<file path="src/hw/rtl/tarl_pkg.sv">
package tarl_pkg;

  // Result status codes.
  localparam logic [2:0] ST_OK       = 3'd0;
  localparam logic [2:0] ST_DEPTH    = 3'd1;
  localparam logic [2:0] ST_NO_TRI   = 3'd2;
  localparam logic [2:0] ST_NEG_DISC = 3'd3;
  localparam logic [2:0] ST_NO_POS   = 3'd4;

  // Configuration register indexes.
  localparam logic CFG_SONAR_DX = 1'b0;
  localparam logic CFG_SONAR_DY = 1'b1;

  // Operation codes of the iterative root and divide unit.
  localparam logic [1:0] ITU_SQ32 = 2'd0;  // root of a 32-bit value
  localparam logic [1:0] ITU_SQ66 = 2'd1;  // root of a 66-bit value
  localparam logic [1:0] ITU_DIVS = 2'd2;  // signed divide, quotient below 2^18
  localparam logic [1:0] ITU_DIVF = 2'd3;  // signed divide, dividend below 2^36

  localparam int unsigned QUEUE_DEPTH = 2;

  typedef struct packed {
    logic [15:0] slant_a;
    logic [15:0] slant_b;
    logic [15:0] depth;
    logic        depth_fail;
  } tarl_item_t;

endpackage

</file>
<file path="src/hw/rtl/tarl_front.sv">
module tarl_front #(
  parameter int RANGE_BITS = 16
) (
  input  logic                  start,
  input  logic                  queue_full,
  input  logic [15:0]           in_slant_range_a,
  input  logic [15:0]           in_slant_range_b,
  input  logic [15:0]           in_depth_mm,
  output logic                  push,
  output tarl_pkg::tarl_item_t  item
);

  localparam logic [15:0] IN_MASK =
    (RANGE_BITS >= 16) ? 16'hFFFF : 16'((32'd1 << RANGE_BITS) - 32'd1);

  logic [15:0] a_m, b_m, d_m;

  // Ranges are limited to the configured width before any arithmetic.
  assign a_m = in_slant_range_a & IN_MASK;
  assign b_m = in_slant_range_b & IN_MASK;
  assign d_m = in_depth_mm & IN_MASK;

  assign push = start && !queue_full;

  always_comb begin
    item.slant_a    = a_m;
    item.slant_b    = b_m;
    item.depth      = d_m;
    item.depth_fail = (d_m >= a_m) || (d_m >= b_m);
  end

endmodule

</file>
<file path="config.mk">
export PLATFORM = sky130hd
export DESIGN_NAME = tarl_front
export DESIGN_NICKNAME = d
export VERILOG_FILES = /design/src/hw/rtl/tarl_pkg.sv /design/src/hw/rtl/tarl_front.sv
export SDC_FILE = /design/constraint.sdc
export NUM_CORES = 1
export LEC_CHECK = 0
export BUFFER_PORTS_ARGS = -buffer_cell sky130_fd_sc_hd__buf_2
export CAP_MARGIN = 25
export CORE_MARGIN = 8
export CORE_UTILIZATION = 35
export DETAILED_ROUTE_END_ITERATION = 10
export GPL_TIMING_DRIVEN = 0
export PLACE_DENSITY = 0.74
export SKIP_LAST_GASP = 1
export SLEW_MARGIN = 30
export SYNTH_ARGS = -nofsm -noshare
export SYNTH_HDL_FRONTEND = slang
export SYNTH_SLANG_ARGS = --single-unit
export TNS_END_PERCENT = 50
</file>
<file path="constraint.sdc">
create_clock -name vclk -period 2.6
set_clock_uncertainty 0.2 [all_clocks]
set_input_delay 0.13 -clock vclk [all_inputs]
set_output_delay 0.13 -clock vclk [all_outputs]
set_load 0.02 [all_outputs]
</file>
Word level (Yosys, flattened, before mapping)
Cells that the tools add are included.

Bits in registers: 0. Bits of input ports: 50. Output and inout bits: 50. Logic and storage cells: 5.

Magnitude comparators: 2. Reduce and logical (&&, ||, !) cells: 3.

Operators by type and width (number): greater-or-equal comparator 16 bit (2); logical AND 1 bit (1); logical NOT 1 bit (1); logical OR 1 bit (1).

Logic depth before layout (Yosys ltp)
Word-level depth: 2. Mapped depth: 7. Depth with buffers taken out: 7.

Worst setup path after synthesis
Ideal clock, no wire load.

Path type: input to output. Start: input in_depth_mm[0]. End: output item[0] (netlist bit). Arrival time: 1598 ps. Data required time: 2270 ps. Slack: 672 ps. Stages on the path: 7. Buffers on the path: 0. Cells stage by stage: inv_1 ha_1 nand2b_1 a21o_1 a211oi_2 nor4b_1 or4_1.

RTL lines: start, declared (RTL line tarl_front.sv:8) `input logic [15:0] in_depth_mm,`; end, declared (RTL line tarl_front.sv:10) `output tarl_pkg::tarl_item_t item`.

==> results_dict.tcl <==
set metrics [dict create \
    fin_cells 303 \
    fin_area_sq_um 1700 \
    synth_area_sq_um 1150 \
    initial_core_util 0.372 \
    vias 1245 \
    place_ws_ns 0.397 \
    crit_path_top_delay_cell "or4_1" \
    cts_resized 0 \
    syn_nets 241 \
    fin_ws_ns 0.408 \
    area_delta_synth_final_pct 48.5 \
    cp.buffers_inverters 3 \
    synth_seq_area_share 0 \
    wirelength_um 3100 \
    avgSynthCellArea_sq_um 7.21 \
    ir_drop_v 0.0000708 \
    arrival_ns 1.86 \
    ys_warn_count 0 \
    slowest_delay_ns 0.48 \
    die_area_sq_um 5360 \
    seqCellArea_sq_um 0 \
    cpMostUsedCell "buf_2" \
    fin_tns_setup_ns 0 \
    endpoint_kind "primary output" \
    die_y_um 73.2 \
    drive_above_1_share 0.575 \
    max-slew-margin-rel 0.721 \
    hp-class "input port to primary output" \
    grt_overflow 0 \
    grt_max_degree 4 \
    cts_setup_buffers 0 \
    synth_area_leaders "ha_1, buf_4, inv_1" \
    syn_inst 159 \
    timing.final.crit_share 0.843 \
    first_global_vias 1154 \
    ys_types 20 \
    drtIter0Drc 16 \
    crit_required_ns 2.27 \
    n_fill_cell 325 \
    holdBufCountCts 0 \
    rows 20 \
    io_buffers 100 \
    antenna_cells 0 \
    fin_util 0.553 \
    crit_fanout 3 \
    worstSetupPathType "input port to primary output" \
    maxCapViolCount 0 \
    die_x_um 73.2 \
    yosys.area.top_type_share 0.349 \
    post_drt_wl_per_cell_um 10.2 \
    synth_top_area_cell "ha_1" \
    path_delay_family "compound AO/OA/AOI/OAI gates" \
    crit_chain "buf_2, inv_1, ha_1, a211oi_1, o21ai_0, a21oi_1, o311ai_0, or4_1, buf_2" \
    num-clock-buffers 0 \
    grt_antenna_before_repair 0 \
    final_common_cell "buf_2" \
    status "finished, final reports clean" \
    drv_slew 0 \
    start_kind "input port" \
    power_mw 0.300 \
    grt_pass1_wl_um 4640 \
    viasPerCell 4.11 \
    tightestPinTransition_ns 0.414 \
    nets 343 \
    max_freq_mhz 456 \
    seq_cells 0 \
    placed_cell_area_sq_um 1700 \
    hold_ws_ns 0.315 \
    placed_cells 303 \
    hold_viol_final 0 \
    finalSetupViolCount 0 \
    coreArea_sq_um 3080 \
    power.density_nw_per_um2 176 \
    ant_nets 0 \
    drt_pass1_iterations 4 \
    drc 0 \
    dp_hpwl_um 2990 \
    fin_crit_ns 2.19 \
    rsz0062_at_grt "false" \
    routabilityCongestion 0.703 \
    io_pins 100 \
    grt_use_total 0.0996 \
    mostFrequentLayoutCells "buf_2, buf_4, inv_1" \
    p_leak_nw 1.13 \
]
==> final cells by class <==
type	instances	area [sq um]	share of cell area
well taps	44	55.1	0.0324
plain buffers	48	360	0.212
inverters	33	124	0.0728
multi-input cells	78	662	0.389
repair buffers	100	500	0.294
==> where the power goes <==
part	switching, mW	internal [mW]	leakage (nW)
combinational	0.154	0.146	1.13
sequential	0	0	0
clock	0	0	0
==> tightest hold or removal path, cell delays in order <==
cell	delay, ns
buf_2	0.08
nor2b_1	0.03
buf_2	0.15
==> cells in the mapped netlist <==
master    instances
buf_4            48
inv_1            33
ha_1             32
a21oi_1           9
o21ai_0           6
nand2_1           5
nor2_1            4
a21o_1            3
nand4_1           3
nor3_1            3
a211oi_1          2
nand3_1           2
nor2b_1           2
a211oi_2          1
a32oi_1           1
nand2b_1          1
nor4_1            1
nor4b_1           1
o311ai_0          1
or4_1             1
==> worst paths after layout <==
kind,depth (start not counted),end,from,slack [ns]
worst max-delay path,9,item[0],in_slant_range_b[15],0.41
worst min-delay path,3,push,queue_full,0.31
==> kinds of logic after synthesis <==
group / synth area share
buffers and inverters: 0.422
adders and majority gates: 0.349
and+or+nand+nor: 0.104
AOI/OAI and AO/OA: 0.124
==> metal layers <==
metal / vias to the layer above / wire, um / global-route usage / part of all wire
met4: 0 / 0 / 0 / 0
met1: 513 / 1200 / 0.112 / 0.39
met2: 55 / 1490 / 0.187 / 0.48
met3: 0 / 417 / 0.0316 / 0.13
met5: - / 0 / 0 / 0
li1: 677 / - / - / -
No activity file was read; power rests on OpenSTA's default activity.
