**src/hw/rtl/tarl_pkg.sv**
```systemverilog
package tarl_pkg;

  // Result status codes.
  localparam logic [2:0] ST_OK       = 3'd0;
  localparam logic [2:0] ST_DEPTH    = 3'd1;
  localparam logic [2:0] ST_NO_TRI   = 3'd2;
  localparam logic [2:0] ST_NEG_DISC = 3'd3;
  localparam logic [2:0] ST_NO_POS   = 3'd4;

  // Configuration register indexes.
  localparam logic CFG_SONAR_DX = 1'b0;
  localparam logic CFG_SONAR_DY = 1'b1;

  // Operation codes of the iterative root and divide unit.
  localparam logic [1:0] ITU_SQ32 = 2'd0;  // root of a 32-bit value
  localparam logic [1:0] ITU_SQ66 = 2'd1;  // root of a 66-bit value
  localparam logic [1:0] ITU_DIVS = 2'd2;  // signed divide, quotient below 2^18
  localparam logic [1:0] ITU_DIVF = 2'd3;  // signed divide, dividend below 2^36

  localparam int unsigned QUEUE_DEPTH = 2;

  typedef struct packed {
    logic [15:0] slant_a;
    logic [15:0] slant_b;
    logic [15:0] depth;
    logic        depth_fail;
  } tarl_item_t;

endpackage

```
**src/hw/rtl/tarl_queue.sv**
```systemverilog
module tarl_queue (
  input  logic                  clk,
  input  logic                  rst_n,
  input  logic                  push,
  input  tarl_pkg::tarl_item_t  push_item,
  input  logic                  pop,
  output logic                  full,
  output logic                  not_empty,
  output tarl_pkg::tarl_item_t  head
);

  localparam int PW = (tarl_pkg::QUEUE_DEPTH > 1) ? $clog2(tarl_pkg::QUEUE_DEPTH) : 1;
  localparam int CW = $clog2(tarl_pkg::QUEUE_DEPTH + 1);

  tarl_pkg::tarl_item_t entry_r [tarl_pkg::QUEUE_DEPTH];
  logic [PW-1:0] wr_ptr_r, rd_ptr_r;
  logic [CW-1:0] count_r;

  assign full      = (count_r == CW'(tarl_pkg::QUEUE_DEPTH));
  assign not_empty = (count_r != '0);
  assign head      = entry_r[rd_ptr_r];

  always_ff @(posedge clk) begin
    if (!rst_n) begin
      wr_ptr_r <= '0;
      rd_ptr_r <= '0;
      count_r  <= '0;
    end else begin
      if (push) begin
        entry_r[wr_ptr_r] <= push_item;
        wr_ptr_r <= (wr_ptr_r == PW'(tarl_pkg::QUEUE_DEPTH - 1)) ? '0 : wr_ptr_r + 1'b1;
      end
      if (pop) begin
        rd_ptr_r <= (rd_ptr_r == PW'(tarl_pkg::QUEUE_DEPTH - 1)) ? '0 : rd_ptr_r + 1'b1;
      end
      if (push && !pop) begin
        count_r <= count_r + 1'b1;
      end else if (pop && !push) begin
        count_r <= count_r - 1'b1;
      end
    end
  end

endmodule

```
**config.mk**
```make
export PLATFORM = sky130hd
export DESIGN_NAME = tarl_queue
export DESIGN_NICKNAME = d
export VERILOG_FILES = /design/src/hw/rtl/tarl_pkg.sv /design/src/hw/rtl/tarl_queue.sv
export SDC_FILE = /design/constraint.sdc
export NUM_CORES = 1
export LEC_CHECK = 0
export BUFFER_PORTS_ARGS = -buffer_cell sky130_fd_sc_hd__buf_2
export CORE_MARGIN = 2
export CORE_UTILIZATION = 55
export DETAILED_ROUTE_END_ITERATION = 6
export PLACE_DENSITY = 0.88
export SYNTH_ARGS = -nofsm -noshare
export SYNTH_HDL_FRONTEND = slang
export SYNTH_SLANG_ARGS = --single-unit
```
**constraint.sdc**
```tcl
create_clock -name clk -period 7.3 [get_ports clk]
set_input_delay 1.46 -clock clk [delete_from_list [all_inputs] [get_ports clk]]
set_output_delay 1.46 -clock clk [all_outputs]
set_load 0.05 [all_outputs]
```
[After elaboration in Yosys (flattened, before gate mapping)]
Memories as Yosys holds them, arrays and structs flattened. A register that Yosys moved wholly into a read port is not among the register bits.
Index checks and enable logic that the tools add are counted.
Storage, ports and cells
  bits in registers: 4
  RAM bits: 98
  bits of input ports: 53
  output and inout bits: 51
  logic and storage cells: 24
  memories: 1
Cells by class
  add/sub/neg operators: 4
  equal/unequal tests: 1
  multiplexer cells: 9
  reduce and logical (&&, ||, !) cells: 6
Memory list
  entry_r: depth 2, width 49, rd ports 1, clocked after Yosys merged registers in 1, wr ports 1, RTL line tarl_queue.sv:15  | tarl_pkg::tarl_item_t entry_r [tarl_pkg::QUEUE_DEPTH];
Operator list (number)
  $mux 1: 7
  $mux 2: 2
  $reduce_bool 2->1: 2
  $add 1x1->1 const B: 2
  $add 2x1->2 const B: 1
  $eq 2x2->1 const B: 1
  $logic_and 1x1->1: 2
  $logic_not 1->1: 2
  $sub 2x1->2 const B: 1

[Longest topological paths before layout]
Gate-level depths: netlist of the first run.
  depth in word-level cells: 4
  gate-level depth with buffers: 5
  depth with buffers taken out: 5

[Worst setup path after synthesis of the first run]
OpenSTA, ideal clock, no wires.
  path type: input -> register
  start: input rst_n
  end: memory entry_r[0][0] (netlist bit), enable pin
  library setup time: 0.457 ns
  arrival time: 3.581 ns
  data required time: 6.843 ns
  slack: 3.262 ns
  cell stages on the path: 2
  path buffers: 0
  cells stage by stage: nand2_1 nor2_1
Between the ends
  cells in the longest elaborated chain, start to end: 2
Ends and longest elaborated chain
  from (decl): RTL line tarl_queue.sv:3  | input logic rst_n,
  $mux 1: RTL line tarl_queue.sv:24  | if (!rst_n) begin
  $mux 1 (implied by the code): RTL line tarl_queue.sv:30  | entry_r[wr_ptr_r] <= push_item;
  to (decl): RTL line tarl_queue.sv:15
No other way between the ends.

==> summary.txt, run 1 <==
Outcome
  • Outcome: complete, no violations

STA
  • Share of the clock period used by the worst path: around half
  • Setup_tns: 0 ns
  • Fin worst setup slack: roughly 3.7 ns
  • Final hold viol count: 0
  • # setup viols final: 0
  • Min cycle time layout: approximately 3.6 ns
  • RSZ-0062 raised after global routing: no
  • Slew Limit Fails: 0
  • Setup Skew: between 0.005 and 0.006 ns
  • Rel. slew slack: 23.7%
  • Slew @ Worst Pin: 1.15 ns
  • Achievable frequency: between 200 and 300 MHz

Clock tree
  • CTS Hold Bufs: 0
  • Clk_lat worst skew: 0.35 ns
  • Postcts setup bufs: 0
  • Total CTS buffers: 9
  • Root Driver: clkbuf_8
  • CTS tree: done
  • CTS Buffer Depth: 2
  • H-tree Lvls: 3
  • Cells resized by post-CTS repair: 0
  • Clk sinks: about 100
  • CTS clk-pin slew, worst paths: 0.09 ns

Hold path
  • Hold wc startpoint: count_r[1]
  • Depth of the worst hold-timing path: 2
  • HP Class: reg2reg

Route
  • Post-route DRC: 0
  • Via density: slightly above 5
  • Remaining antenna violation count: 0
  • 1st-pass router iterations: 4
  • Post-DR wirelength/cell: 16.0 µm
  • Final WL: 5.93 mm
  • Initial DRC Count: 88
  • Vias: around 1900

Run
  • Max_cap viols: 0

Yosys
  • Yosys warning total: 0
  • Syn Std Cell Area: approximately 3800 µm²
  • Mean post-synth cell area: 21.5 µm²
  • EDFF count, synth: 98
  • Synth top area cells: edfxtp_1 (78%), mux2_2 (15%), dfxtp_1 (2.7%)
  • Netlist cell types: 18
  • Sequential share of the synthesized area: between 80 and 90%
  • Cell count after synthesis: around 180
  • Most numerous cell in the Yosys netlist: edfxtp_1
  • Yosys reg bits: 103
  • Synth area leader: edfxtp_1
  • Synth top cells by count: edfxtp_1 (98), mux2_2 (49), dfxtp_1 (5)
  • Asr flop ratio synth: 0%
  • Top_reg_cell synth: edfxtp_1
  • Synth Net Count: approximately 230
  • Yosys top cell area share: 78.3%

Floorplanning
  • Die height: a little under 90 µm
  • Row Count: 30
  • I/O pin count: approximately 100
  • Die Wd: about 87 µm
  • Core ar.: about 6700 µm²
  • Initial Util: a little under three fifths
  • Die area: roughly 7500 µm²

Finish
  • Layout net count: approximately 340
  • Filler cell count: around 470
  • Area growth syn-to-layout: 21.7%
  • Multi-input combinational cell area: 681 µm²
  • Share of cells above drive strength 1: between 50% and 60%
  • Flip-flop and latch area: ~3000 µm²
  • ANT cells: 0

Power
  • Pwr/cell area: about 280 nW/µm²
  • Leak: approximately 0.0017 µW
  • Worst vdd ir: about 0.15 mV
  • Internal power: 928 µW
  • Clock share of power: a little under a third
  • Part of the power in registers: 54.8%
  • Switching share of power: a little over a quarter
  • Combinational power share: ~15%
  • Net Sw Power: between 300 and 400 µW

Worst setup path
  • Largest stage delay, worst path: between 1 and 1.5 ns
  • Crit Path Category: reg2out
  • Worst endpoint required time: a little under 6 ns
  • Worst setup EP type: output port
  • Worst r2r src: wr_ptr_r
  • Data arrival, critical path: 2.12 ns
  • Worst Setup Start Kind: register
  • Crit-path slowest cell: dfxtp_2
  • Critical Path Fanout Max: just under 50
  • CP cell instances: mux2_2 -> buf_2
  • Reg2Reg Depth: 1

Placed design
  • Pre-CTS setup slack: 4.06 ns
  • Gp weighted congestion: ~0.66
  • Number of port buffers: between 100 and 150
  • DPL Wire Length: between 3 and 4 mm

Global routing
  • Total grt overflow: 0
  • Global-route wire length before repair: approximately 8.8 mm
  • Overall Global Routing Usage: 15.8%
  • Vias in the first global route: roughly 1900
  • Initial antenna violation count: 0
  • Largest net degree at the start of global routing: 50
routing by layer:
metal | wire [µm] | global-route usage [%] | vias to the layer above
met4 | 97 | 7.67 | 0
met2 | 3010 | 26.6 | 70
met5 | 0 | 0 | -
li1 | - | - | 900
met3 | 318 | 3.62 | 12
met1 | 2500 | 19.2 | 910
final timing paths:
kind / endpoint / slack (ns)
worst max-delay path: head[43] / 3.72
worst min-delay path: count_r[1] / 0.53
worst max register to register: entry_r[1][16] / 5.48
worst min register to register: count_r[1] / 0.53
power by group through the flow:
stage,combinational [µW],clock (µW),sequential [µW]
after detailed placement,191,0,705
after floorplan,153,0,693
after global routing,199,408,694
after global placement,188,0,703
after CTS,192,390,692
final,190,379,691
metrics by stage:
step                      cells  hold slack [ns]  area (µm²)  total power, µW  util (%)
after detailed placement    354            0.524        4350              897      64.8
after floorplan             175            0.461        3760              847         -
after CTS                   370            0.538        4570             1270      68.0
after global placement      354            0.474        4350              891      64.8
after global routing        370            0.560        4570             1300      68.0
final                       370            0.532        4570             1260      68.0
state kept, by name, summed over array words and instances, names as in the netlist, named ones only:
register and count:
entry_r 98, count_r 2, rd_ptr_r 1, wr_ptr_r 1
cells in the final DEF (no fill, tap or decap), types with 2 or more instances in the layout:
cell type / netlist / layout
buf_2: 3 / 103
mux2_2: 49 / 49
clkbuf_8: 0 / 9
bufinv_16: 0 / 2
and2_1: 4 / 4
dfxtp_1: 5 / 4
clkinvlp_4: 0 / 2
edfxtp_1: 98 / 98
xor2_1: 3 / 3
final cells by class:
type                       instances  share of cell area, %
sequential                       103                   66.6
multi-input combinational         66                   14.9
timing repair buffer             104                   11.4
clock buffer                      10                   2.79
tap                               80                   2.19
clock inverter                     6                   2.03
inverter                           1                 0.0821
logic make-up (layout without fill, tap and decap cells):
group | Yosys count | after routing | synth area share, %
fa+ha+maj | 1 | 1 | 0.333
buf+inv | 6 | 121 | 1.10
compound gates | 2 | 2 | 0.333
mux | 49 | 49 | 14.7
xor+xnor | 4 | 4 | 0.933
flops | 103 | 103 | 81.0
simple gates | 10 | 10 | 1.60
worst max-delay path, delay by kind of cell (launching register included):
kind,cells,cell delay [ns]
DFF,1,1.08
muxes,1,0.44
buffers and inverters,1,0.21
Note: power is estimated with default switching activity, not from simulation.
==> run 2: changes to the inputs <==
CORE_UTILIZATION = 51   (was 55)
PLACE_DENSITY = 0.83   (was 0.88)
clock period = 3.4 ns   (was 7.3 ns; I/O delays follow)
==> run 2 against run 1 <==
Combinational power up 130%. Via count up 2.1%. Global-route usage up 0.63 points. Non-clock buffer count up 2. First-iteration DRC count down 5.7%. Routed wire length up 8.8%. Cell count up 5.7%. Critical path depth up 1. Die area up 7.5%. Setup slack worse by 2.8 ns. Clock power up 79%. Critical path type unchanged. Critical endpoint is now head[47]. Largest cell class unchanged. Highest routed layer unchanged.
==> summary.txt, run 2 (same netlist as run 1, synthesis figures left out) <==
Power
  • Net Sw Power: 726 µW
  • Internal power: between 1500 and 2000 µW
  • Part of the power in registers: approximately 57%
  • Worst vdd ir: roughly 0.27 mV
  • Clock share of power: 26.3%
  • Leak: ~0.0017 µW
  • Pwr/cell area: 563 nW/µm²
  • Combinational power share: between 10% and 20%
  • Switching share of power: between 20% and 30%

Clock tree
  • Cells resized by post-CTS repair: 0
  • H-tree Lvls: 3
  • Clk sinks: slightly above 100
  • Root Driver: clkbuf_8
  • Clk_lat worst skew: between 0.3 and 0.4 ns
  • CTS Hold Bufs: 0
  • Total CTS buffers: 9
  • CTS Buffer Depth: 2
  • CTS clk-pin slew, worst paths: about 0.090 ns
  • CTS tree: done
  • Postcts setup bufs: 0

Route
  • Post-route DRC: 0
  • Remaining antenna violation count: 0
  • 1st-pass router iterations: 4
  • Final WL: between 6 and 7 mm
  • Via density: approximately 4.9
  • Vias: roughly 1900
  • Initial DRC Count: 83
  • Post-DR wirelength/cell: around 16 µm

Global routing
  • Vias in the first global route: around 2100
  • Largest net degree at the start of global routing: 50
  • Overall Global Routing Usage: approximately 16%
  • Total grt overflow: 0
  • Initial antenna violation count: 0
  • Global-route wire length before repair: between 10 and 15 mm

Placed design
  • Number of port buffers: between 100 and 150
  • DPL Wire Length: roughly 4.3 mm
  • Gp weighted congestion: slightly below 0.7
  • Pre-CTS setup slack: about 1.2 ns

STA
  • # setup viols final: 0
  • Achievable frequency: between 300 and 400 MHz
  • Final hold viol count: 0
  • Fin worst setup slack: 0.872 ns
  • Slew Limit Fails: 0
  • Slew @ Worst Pin: 0.654 ns
  • Rel. slew slack: between 50% and 60%
  • Setup Skew: 0.00662 ns
  • Min cycle time layout: roughly 2.5 ns
  • Share of the clock period used by the worst path: 74.3%
  • Setup_tns: 0 ns
  • RSZ-0062 raised after global routing: no

Floorplanning
  • Die area: ~8100 µm²
  • Row Count: 31
  • Die height: between 80 and 90 µm
  • Die Wd: 89.8 µm
  • Core ar.: between 7000 and 8000 µm²
  • I/O pin count: 104
  • Initial Util: a little over half

Worst setup path
  • Worst setup EP type: output port
  • Worst endpoint required time: around 2.7 ns
  • Data arrival, critical path: ~1.9 ns
  • Worst Setup Start Kind: register
  • Crit Path Category: reg2out
  • Critical Path Fanout Max: 32

Finish
  • Most common cell after layout, fill and taps aside: buf_2
  • Layout net count: about 340
  • Reg with most FFs: entry_r
  • Largest register FFs: 98
  • Share of cells above drive strength 1: around 60%
  • Area growth syn-to-layout: 22.1%
  • Most frequent cells in the layout: buf_2 (103), edfxtp_1 (98), mux2_2 (49)
  • ANT cells: 0
  • Top flop regs: entry_r: 98 flops, count_r: 2 flops

Outcome
  • Outcome: complete, no violations

Run
  • Max_cap viols: 0

Hold path
  • HP Class: reg2reg
[run 2: final timing paths]
path                                  from             end  slack (ns)  cells after the start
worst min-delay path            count_r[1]      count_r[1]        0.51                      2
worst min register to register  count_r[1]      count_r[1]        0.51                      2
worst max-delay path              register        head[47]        0.87                      3
worst max register to register    wr_ptr_r  entry_r[1][19]        1.87                      2
[run 2: per-layer routing]
metal	global-route usage (%)	share of wire, %	vias to the layer above
met5	0	0	-
met4	5.77	0.88	0
met3	4.02	5.2	6
met2	28.5	52	63
met1	20.2	42	954
li1	-	-	908
[run 2: critical path: stages (launching register included)]
cell and delay [ns]:
dfxtp_2 0.64, buf_12 0.28, mux2_2 0.37, buf_2 0.21
[run 2: metrics by stage]
stage / cell area (µm²) / utilization [%] / cells / hold WS (ns) / total power, µW
final: 4590 / 63.9 / 391 / 0.510 / 2580
after global routing: 4590 / 63.9 / 391 / 0.487 / 2680
after CTS: 4590 / 63.9 / 391 / 0.496 / 2620
after detailed placement: 4400 / 61.4 / 375 / 0.502 / 1930
after global placement: 4400 / 61.4 / 375 / 0.473 / 1920
after floorplan: 3760 / - / 175 / 0.461 / 1820
[run 2: layout make-up]
cell class	count	area (µm²)
clock buffer	9	124
sequential	103	3040
clock inverter	7	58.8
tap	99	124
timing repair buffer	106	551
inverter	1	3.75
fill	532	2590
multi-input combinational	66	681
[run 2: power by group through the flow]
stage          Combinational [µW]  Sequential [µW]  Clock, µW
2_1_floorplan                 330             1490          0
3_3_place_gp                  425             1500          0
3_5_place_dp                  432             1500          0
4_1_cts                       433             1470        710
5_1_grt                       453             1480        755
6_report                      429             1470        680
==> run 3: changes to the inputs <==
clock period = 2.4 ns   (was 3.4 ns; I/O delays follow)
==> run 3 against run 2 <==
Sequential cell count is the same. Final area grew 0.44%. Largest power group unchanged. Setup slack lost 0.53 ns. Die area is the same. Critical endpoint is now head[42]. Via count grew 0.41%. Clock power grew 47%. Cell count grew 0.51%. Critical path depth is the same. Global-route usage shrank 1.1 points. Count of clock-buffer cells in the layout is the same.
==> summary.txt, run 3 (same netlist as run 1, synthesis figures left out) <==
Outcome
  • Outcome: complete, no violations

Worst setup path
  • Worst Setup Start Kind: register
  • CP cell instances: buf_12 -> mux2_2 -> buf_2
  • Largest stage delay, worst path: 0.38 ns
  • Reg2Reg Depth: 2
  • Crit-path slowest cell: mux2_2
  • Worst setup EP type: output port
  • R2R Setup Slk: around 1.0 ns
  • Data arrival, critical path: 1.57 ns
  • Critical R2R Capture: entry_r[1][48]
  • Worst r2r src: wr_ptr_r
  • Critical Path Fanout Max: 49
  • Crit Path Category: reg2out
  • Worst endpoint required time: about 1.9 ns

Route
  • 1st-pass router iterations: 4
  • Post-DR wirelength/cell: between 15 and 20 µm
  • Vias: slightly below 2000
  • Remaining antenna violation count: 0
  • Via density: between 4 and 5
  • Initial DRC Count: 78
  • Post-route DRC: 0
  • Final WL: slightly above 6 mm

Finish
  • Share of cells above drive strength 1: 60.5%
  • Reg with most FFs: entry_r
  • Layout net count: 343
  • Filler cell count: 530
  • Most frequent cells in the layout: buf_2 (103), edfxtp_1 (98), mux2_2 (49)
  • Final Util: approximately 64%
  • ANT cells: 0
  • Flip-flop and latch area: between 3000 and 4000 µm²
  • Most common cell after layout, fill and taps aside: buf_2
  • Largest register FFs: 98
  • Multi-input combinational cell area: 681 µm²
  • Area growth syn-to-layout: 22.6%
  • Top flop regs: entry_r: 98 flops, count_r: 2 flops
  • Non-filler instance count after layout: between 300 and 400

Floorplanning
  • Die height: about 90 µm
  • Die area: 8070 µm²
  • Core ar.: between 7000 and 8000 µm²
  • Initial Util: between 50% and 60%
  • Row Count: 31
  • Die Wd: approximately 90 µm
  • I/O pin count: 104

STA
  • Achievable frequency: ~500 MHz
  • Min cycle time layout: 2.05 ns
  • Slew @ Worst Pin: about 0.43 ns
  • Setup_tns: 0 ns
  • Share of the clock period used by the worst path: 85.6%
  • Final hold viol count: 0
  • Rel. slew slack: slightly above 70%
  • RSZ-0062 raised after global routing: no
  • # setup viols final: 0
  • Setup Skew: between 0.008 and 0.009 ns
  • Slew Limit Fails: 0

Placed design
  • Cells after DPL: 377
  • Number of port buffers: 103
  • DPL Wire Length: just over 4 mm
  • Gp weighted congestion: 0.694

Clock tree
  • Total CTS buffers: 9
  • CTS tree: done
  • CTS Hold Bufs: 0
  • Clk_lat worst skew: 0.35 ns
  • Cells resized by post-CTS repair: 0
  • CTS Buffer Depth: 2
  • Root Driver: clkbuf_8
  • CTS clk-pin slew, worst paths: 0.10 ns
  • Postcts setup bufs: 0
  • Clk sinks: a little over 100
  • H-tree Lvls: 3

Hold path
  • Depth of the worst hold-timing path: 1
  • HP Class: in2reg
  • Hold wc startpoint: push_item[28]
  • Hold worst-path end: entry_r[1][28]

Global routing
  • Overall Global Routing Usage: 15.4%
  • Global-route wire length before repair: 9.54 mm
  • Largest net degree at the start of global routing: 50
  • Vias in the first global route: a little under 2000
  • Initial antenna violation count: 0
  • Total grt overflow: 0

Power
  • Worst vdd ir: a little under 0.6 mV
  • Pwr/cell area: about 800 nW/µm²
  • Tot Pwr: around 3700 µW
  • Leak: approximately 0.0017 µW

Run
  • Max_cap viols: 0
run 3: changes by cell type in the layout (fill, tap and decap cells not counted), sizes merged:
cell      change
buf           +2
inv           +3
clkinv        -5
clkinvlp      +2
run 3: through the flow:
stage | setup WS, ns | hold WS, ns | area, µm²
2_1_floorplan | 0.183 | 0.461 | 3760
3_3_place_gp | 0.715 | 0.479 | 4420
3_5_place_dp | 0.712 | 0.494 | 4420
4_1_cts | 0.314 | 0.284 | 4610
5_1_grt | 0.274 | 0.278 | 4610
6_report | 0.345 | 0.305 | 4610
run 3: critical path: cells and delay by family, from the launching register on:
family / cells / cell delay (ns)
flops: 1 / 0.35
buf+inv: 2 / 0.47
mux: 1 / 0.38
run 3: cell type report:
| type | instances | share of cell area, % |
|---|---|---|
| sequential | 103 | 66.1 |
| multi-input combinational | 66 | 14.8 |
| timing repair buffer | 108 | 12.3 |
| clock buffer | 9 | 2.69 |
| tap | 99 | 2.69 |
| clock inverter | 7 | 1.39 |
| inverter | 1 | 0.0815 |
run 3: power breakdown:
part | leakage [µW] | internal, µW | switching, µW | total (µW)
sequential | 0.000942 | 2050 | 22.4 | 2070
clock | 0.0000903 | 401 | 604 | 1000
combinational | 0.000688 | 189 | 429 | 618
total | 0.00172 | 2640 | 1060 | 3690
run 3: worst max path at each step:
stage                   from             to  cells after the start
floorplan              rst_n  entry_r[0][0]                      2
global placement    register       head[37]                      3
detailed placement  register       head[37]                      3
CTS                 register       head[37]                      3
global route        register       head[26]                      3
finish              register       head[42]                      3
run 3: metal layers:
metal | share of wire (%) | global-route usage [%] | vias to the layer above
met5 | 0 | 0 | -
li1 | - | - | 911
met4 | 1.1 | 4.62 | 0
met2 | 51 | 25.4 | 66
met3 | 5.8 | 5.45 | 7
met1 | 42 | 19.3 | 955
